### src/hdl/palcc_pkg.sv
// ----------------------------------------------------------------------------
// palcc_pkg
// shared types, codes and constants of the palette color cycling unit
// ----------------------------------------------------------------------------
package palcc_pkg;

	localparam int DEF_PALETTE_SIZE = 256;
	localparam int DEF_NUM_RANGES   = 8;
	localparam int DIV_STEPS        = 16;
	localparam int DCW              = $clog2(DIV_STEPS);

	typedef enum logic [1:0] {
		CMD_LOAD_PAL   = 2'd0,
		CMD_LOAD_RANGE = 2'd1,
		CMD_QUERY      = 2'd2,
		CMD_NONE       = 2'd3
	} cmd_t;

	typedef struct packed {
		logic [1:0]  cmd;
		logic [7:0]  color_index;
		logic [23:0] color_value;
		logic [2:0]  slot_number;
		logic [7:0]  first_entry;
		logic [7:0]  last_entry;
		logic [15:0] cycle_rate;
		logic        reverse_dir;
		logic [31:0] frame_time;
		logic        blend_on;
	} in_item_t;

	typedef struct packed {
		logic [7:0]  queried_index;
		logic [23:0] shown_color;
	} out_item_t;

	typedef enum logic [3:0] {
		ST_IDLE,
		ST_SCAN,
		ST_MUL_HI,
		ST_MUL_LO,
		ST_SUM,
		ST_DIV,
		ST_ADJ,
		ST_RD0,
		ST_RD1,
		ST_BLEND,
		ST_PLAIN,
		ST_PLAIN_CAP,
		ST_DONE
	} state_t;

	typedef enum logic [1:0] {
		RD_IDX,
		RD_C0,
		RD_C1
	} rd_sel_t;

	typedef struct packed {
		logic    accept_query;
		logic    wr_pal;
		logic    wr_rng;
		logic    scan_step;
		logic    mul_hi;
		logic    mul_lo;
		logic    sum;
		logic    div_step;
		logic    adj;
		rd_sel_t rd_sel;
		logic    cap_plain;
		logic    cap_rgb0;
		logic    blend;
	} ctl_t;

	typedef struct packed {
		logic scan_done;
		logic hit;
		logic div_last;
		logic blend_on;
	} sts_t;

endpackage

### src/hdl/palcc_ctrl.sv
// ----------------------------------------------------------------------------
// palcc_ctrl
// sequencer: decodes loads, and for queries range scan, scaling, modulo, palette reads, blend
// ----------------------------------------------------------------------------
module palcc_ctrl (
	input  logic            clk,
	input  logic            arst_n,
	input  logic            start,
	input  logic [1:0]      req_cmd,
	input  palcc_pkg::sts_t sts,
	output palcc_pkg::ctl_t ctl,
	output logic            busy,
	output logic            done
);

	palcc_pkg::state_t state_q, state_d;
	logic accept;

	assign accept = start && (state_q == palcc_pkg::ST_IDLE);

	always_ff @(posedge clk or negedge arst_n) begin
		if (!arst_n) begin
			state_q <= palcc_pkg::ST_IDLE;
		end else begin
			state_q <= state_d;
		end
	end

	always_comb begin
		state_d = state_q;
		unique case (state_q)
			palcc_pkg::ST_IDLE: begin
				if (accept && (req_cmd == palcc_pkg::CMD_QUERY)) begin
					state_d = palcc_pkg::ST_SCAN;
				end
			end
			palcc_pkg::ST_SCAN: begin
				if (sts.scan_done) begin
					state_d = sts.hit ? palcc_pkg::ST_MUL_HI : palcc_pkg::ST_PLAIN;
				end
			end
			palcc_pkg::ST_MUL_HI:    state_d = palcc_pkg::ST_MUL_LO;
			palcc_pkg::ST_MUL_LO:    state_d = palcc_pkg::ST_SUM;
			palcc_pkg::ST_SUM:       state_d = palcc_pkg::ST_DIV;
			palcc_pkg::ST_DIV: begin
				if (sts.div_last) begin
					state_d = palcc_pkg::ST_ADJ;
				end
			end
			palcc_pkg::ST_ADJ:       state_d = palcc_pkg::ST_RD0;
			palcc_pkg::ST_RD0:       state_d = palcc_pkg::ST_RD1;
			palcc_pkg::ST_RD1: begin
				state_d = sts.blend_on ? palcc_pkg::ST_BLEND : palcc_pkg::ST_DONE;
			end
			palcc_pkg::ST_BLEND:     state_d = palcc_pkg::ST_DONE;
			palcc_pkg::ST_PLAIN:     state_d = palcc_pkg::ST_PLAIN_CAP;
			palcc_pkg::ST_PLAIN_CAP: state_d = palcc_pkg::ST_DONE;
			palcc_pkg::ST_DONE:      state_d = palcc_pkg::ST_IDLE;
			default:                 state_d = palcc_pkg::ST_IDLE;
		endcase
	end

	always_comb begin
		ctl        = '0;
		ctl.rd_sel = palcc_pkg::RD_IDX;
		busy       = (state_q != palcc_pkg::ST_IDLE);
		done       = 1'b0;
		unique case (state_q)
			palcc_pkg::ST_IDLE: begin
				ctl.wr_pal       = accept && (req_cmd == palcc_pkg::CMD_LOAD_PAL);
				ctl.wr_rng       = accept && (req_cmd == palcc_pkg::CMD_LOAD_RANGE);
				ctl.accept_query = accept && (req_cmd == palcc_pkg::CMD_QUERY);
			end
			palcc_pkg::ST_SCAN:      ctl.scan_step = !sts.scan_done;
			palcc_pkg::ST_MUL_HI:    ctl.mul_hi = 1'b1;
			palcc_pkg::ST_MUL_LO:    ctl.mul_lo = 1'b1;
			palcc_pkg::ST_SUM:       ctl.sum = 1'b1;
			palcc_pkg::ST_DIV:       ctl.div_step = 1'b1;
			palcc_pkg::ST_ADJ:       ctl.adj = 1'b1;
			palcc_pkg::ST_RD0:       ctl.rd_sel = palcc_pkg::RD_C0;
			palcc_pkg::ST_RD1: begin
				ctl.rd_sel   = palcc_pkg::RD_C1;
				ctl.cap_rgb0 = 1'b1;
			end
			palcc_pkg::ST_BLEND:     ctl.blend = 1'b1;
			palcc_pkg::ST_PLAIN:     ctl.rd_sel = palcc_pkg::RD_IDX;
			palcc_pkg::ST_PLAIN_CAP: ctl.cap_plain = 1'b1;
			palcc_pkg::ST_DONE:      done = 1'b1;
			default:                 done = 1'b0;
		endcase
	end

endmodule

### config.mk
export PLATFORM = sky130hd
export DESIGN_NAME = palcc_ctrl
export DESIGN_NICKNAME = d
export VERILOG_FILES = /design/src/hdl/palcc_pkg.sv /design/src/hdl/palcc_ctrl.sv
export SDC_FILE = /design/constraint.sdc
export NUM_CORES = 1
export LEC_CHECK = 0
export ABC_AREA = 1
export BUFFER_PORTS_ARGS = -buffer_cell sky130_fd_sc_hd__buf_2
export CAP_MARGIN = 20
export CORE_MARGIN = 1.5
export CORE_UTILIZATION = 28
export CTS_CLUSTER_DIAMETER = 30
export DETAILED_ROUTE_END_ITERATION = 6
export GPL_TIMING_DRIVEN = 0
export PLACE_DENSITY = 0.52
export SLEW_MARGIN = 0
export SYNTH_ARGS = -nofsm -noshare
export SYNTH_HDL_FRONTEND = slang
export SYNTH_SLANG_ARGS = --single-unit
### constraint.sdc
create_clock -name clk -period 2.35 [get_ports clk]
set_input_delay 0 -clock clk [delete_from_list [all_inputs] [get_ports clk]]
set_output_delay 0 -clock clk [all_outputs]
set_load 0.01 [all_outputs]
==> out/results.ini <==
[floorplanning]
start_util = 0.297
io_pins = 25
core_area_mm2 = 0.00149
rows = 14
die_area_mm2 = 0.00183
die_y_um = 42.8
dieWidth_um = 42.8

[timing]
hold_viol = 0
fmax_mhz = 728
worstMarginPinSlew_ns = 0.279
setup_viol = 0
layout_min_cycle_time_ns = 1.37
clock_skew_ns = 0.00168
setup_slack_ns = 0.976
drv_slew = 0
rsz0062_at_grt = no
setup_tns_ns = 0
slew_headroom = 0.814
min_period_over_period = 0.584

[synthesis]
syn_nets = 82
synth-simple-area-share = 0.497
synth-xor-area-share = 0
synth_cell_type_count = 17
synth_compound_area_frac = 0.0904
syn_avg_cell_area_um2 = 6.07
synth_area_um2 = 443
ys_seq_area_frac = 0.226
ys_ff_latch = 4
synthAdderAreaFrac = 0
synth_top_family_by_area = simple AND/OR/NAND/NOR gates
yosys_warnings = 0
synthMuxAreaShare = 0
syn_inst = 73

[power_and_ir_drop]
total_power_uw = 718
peakVddDrop_mv = 0.483
total_leakage_power_uw = 0.000391
power_density_mw_per_mm2 = 1170

[status]
status = completed

[setup_path]
max_stage_delay_ns = 0.46
r2r-start = state_q[1]$_DFFE_PN0P_
arrival_ns = 1.37
rr_endpoint = state_q[1]$_DFFE_PN0P_
reg2reg_depth = 6
r2r_setup_slack_ns = 1.19
slowest_stage = dfrtp_1
worstPathRequired_ns = 2.35
crit_type = reg -> out
start_kind = register
path_max_fanout = 6
end_kind = output pin
cp_cell_sequence = nor2_2, nand2_4, inv_2, nand2_2, nor3_1, buf_2
critPathTopFamily = simple AND/OR/NAND/NOR gates
crit_buf_inv = 2

[clocking]
cts_inserted_buffers = 3
clock_latency_ns = 0.23
clockBufferDepth = 2
cts_setup_buffers = 0
htree_levels = 1
cts_tree = done
cts_hold_buf = 1
clk_pin_slew_ns = 0.03
clock-root-buffer = clkbuf_4
cts_sinks = 4
ctsResizeCount = 0

[min_path]
min_path_cells = 4
holdPathEnd = state_q[2]$_DFFE_PN0P_
hold_start = sts[0]
hold_path_class = in -> reg

[global_routing]
grt_util_met3 = 0.0128
grtUsageTotal = 0.108
busiest_layer = met2
grt_max_degree = 9
met2_usage = 0.176
grt_overflow_total = 0
grt_pass1_wl_um = 1570
grt_pass1_vias = 419
antenna_found_initial = 0
gr-usage-met1 = 0.145

[place]
pre_cts_slack_ns = 1.19
hpwl_um = 804
placement.io_buffers = 24
gp_congestion = 0.749

[final_layout]
final_nets = 112
final.fill_count = 163
n_antenna_cell = 0
drive_gt1_frac = 0.465
top_register = state_q
largest_register_ffs = 4
largest_registers = state_q: 4 flops
syn2layout_area_growth_pct = 39.0

[routing]
wirelength_um = 904
viasPerCell = 4.14
drtPass1Iterations = 4
ant_nets = 0
drt_iter0_markers = 3
remaining_drc_errors = 0
vias = 484
wl_per_cell_um = 7.73

[flow_run]
maxCapViolCount = 0

## Yosys cell counts
| master | count | area [um2] |
|---|---|---|
| a21oi_4 | 1 | 16.3 |
| nor2_2 | 2 | 12.5 |
| a21oi_1 | 1 | 5.00 |
| inv_1 | 11 | 41.3 |
| inv_2 | 8 | 30.0 |
| nand2_1 | 15 | 56.3 |
| nor2_1 | 13 | 48.8 |
| o21ai_1 | 2 | 10.0 |
| nor2_4 | 3 | 33.8 |
| nor3_1 | 2 | 10.0 |
| nand2_4 | 1 | 11.3 |
| nand2_2 | 4 | 25.0 |
| nand3_1 | 3 | 15.0 |
| nand3b_1 | 1 | 7.51 |
| o2111ai_1 | 1 | 8.76 |
| buf_6 | 1 | 11.3 |
| dfrtp_1 | 4 | 100 |
## layout make-up
class | instances | area (um2) | share of cell area
multi-input combinational | 49 | 260 | 0.423
timing repair buffer | 25 | 130 | 0.211
sequential | 4 | 100 | 0.163
tap | 16 | 20.0 | 0.0325
clock buffer | 3 | 22.5 | 0.0366
inverter | 19 | 71.3 | 0.116
buffer | 1 | 11.3 | 0.0183
## worst register-to-register path, stage by stage (launching register included)
cell     delay, ns
dfrtp_1       0.46
nor2_2        0.22
nand2_4       0.09
a21oi_4       0.13
inv_2         0.04
nand2_2       0.07
nor2_1        0.04
## power breakdown
part           total [uW]  switching, uW  leakage, uW  internal (uW)
Combinational         491            308     0.000327            183
Clock                79.6           22.9    0.0000138           56.8
Sequential            147           46.0    0.0000503            101
## routing by layer
metal  wire, um  up-vias
met5          0        -
met4          0        0
met3         60        0
met2        410       18
met1        432      194
li1           -      272
## layout by cell type (no fill, tap or decap)
master and instances:
dfrtp_1 4, nand2_1 15, clkbuf_4 3, nand3b_1 1
buf_2 24, nand3_1 3, inv_1 11, nand2_4 1
nor3_1 2, nor2_4 3, a21oi_1 1, o21ai_1 2
dlygate4sd3_1 1, nor2_1 13, nand2_2 4, buf_6 1
a21oi_4 1, nor2_2 2, inv_2 8, o2111ai_1 1
## worst max-delay path by stage
stage / from / to / slack [ns] / cells past startpoint
floorplan: state_q[1]$_DFFE_PN0P_ / state_q[1]$_DFFE_PN0P_ / 1.26 / 6
CTS: state_q[1]$_DFFE_PN0P_ / ctl[12] / 0.96 / 6
global route: state_q[1]$_DFFE_PN0P_ / ctl[12] / 0.87 / 6
finish: state_q[1]$_DFFE_PN0P_ / ctl[12] / 0.98 / 6
detailed placement: state_q[1]$_DFFE_PN0P_ / state_q[1]$_DFFE_PN0P_ / 1.19 / 6
global placement: state_q[1]$_DFFE_PN0P_ / state_q[1]$_DFFE_PN0P_ / 1.19 / 6
## cell families (layout without fill, tap and decap cells)
family                 count (synthesis)  in the layout
AOI/OAI and AO/OA                      5              5
and+or+nand+nor                       44             44
buffers and inverters                 20             48
DFF                                    4              4
## per-stage QoR
stage	hold WS, ns	instance area (um2)	cells	util
after floorplan	-0.296	443	73	-
after global placement	-0.194	583	113	0.392
after detailed placement	-0.194	583	113	0.392
after CTS	0.0897	616	117	0.413
after global routing	0.103	616	117	0.413
final	0.0932	616	117	0.413
(Power assumes the default switching activity.)
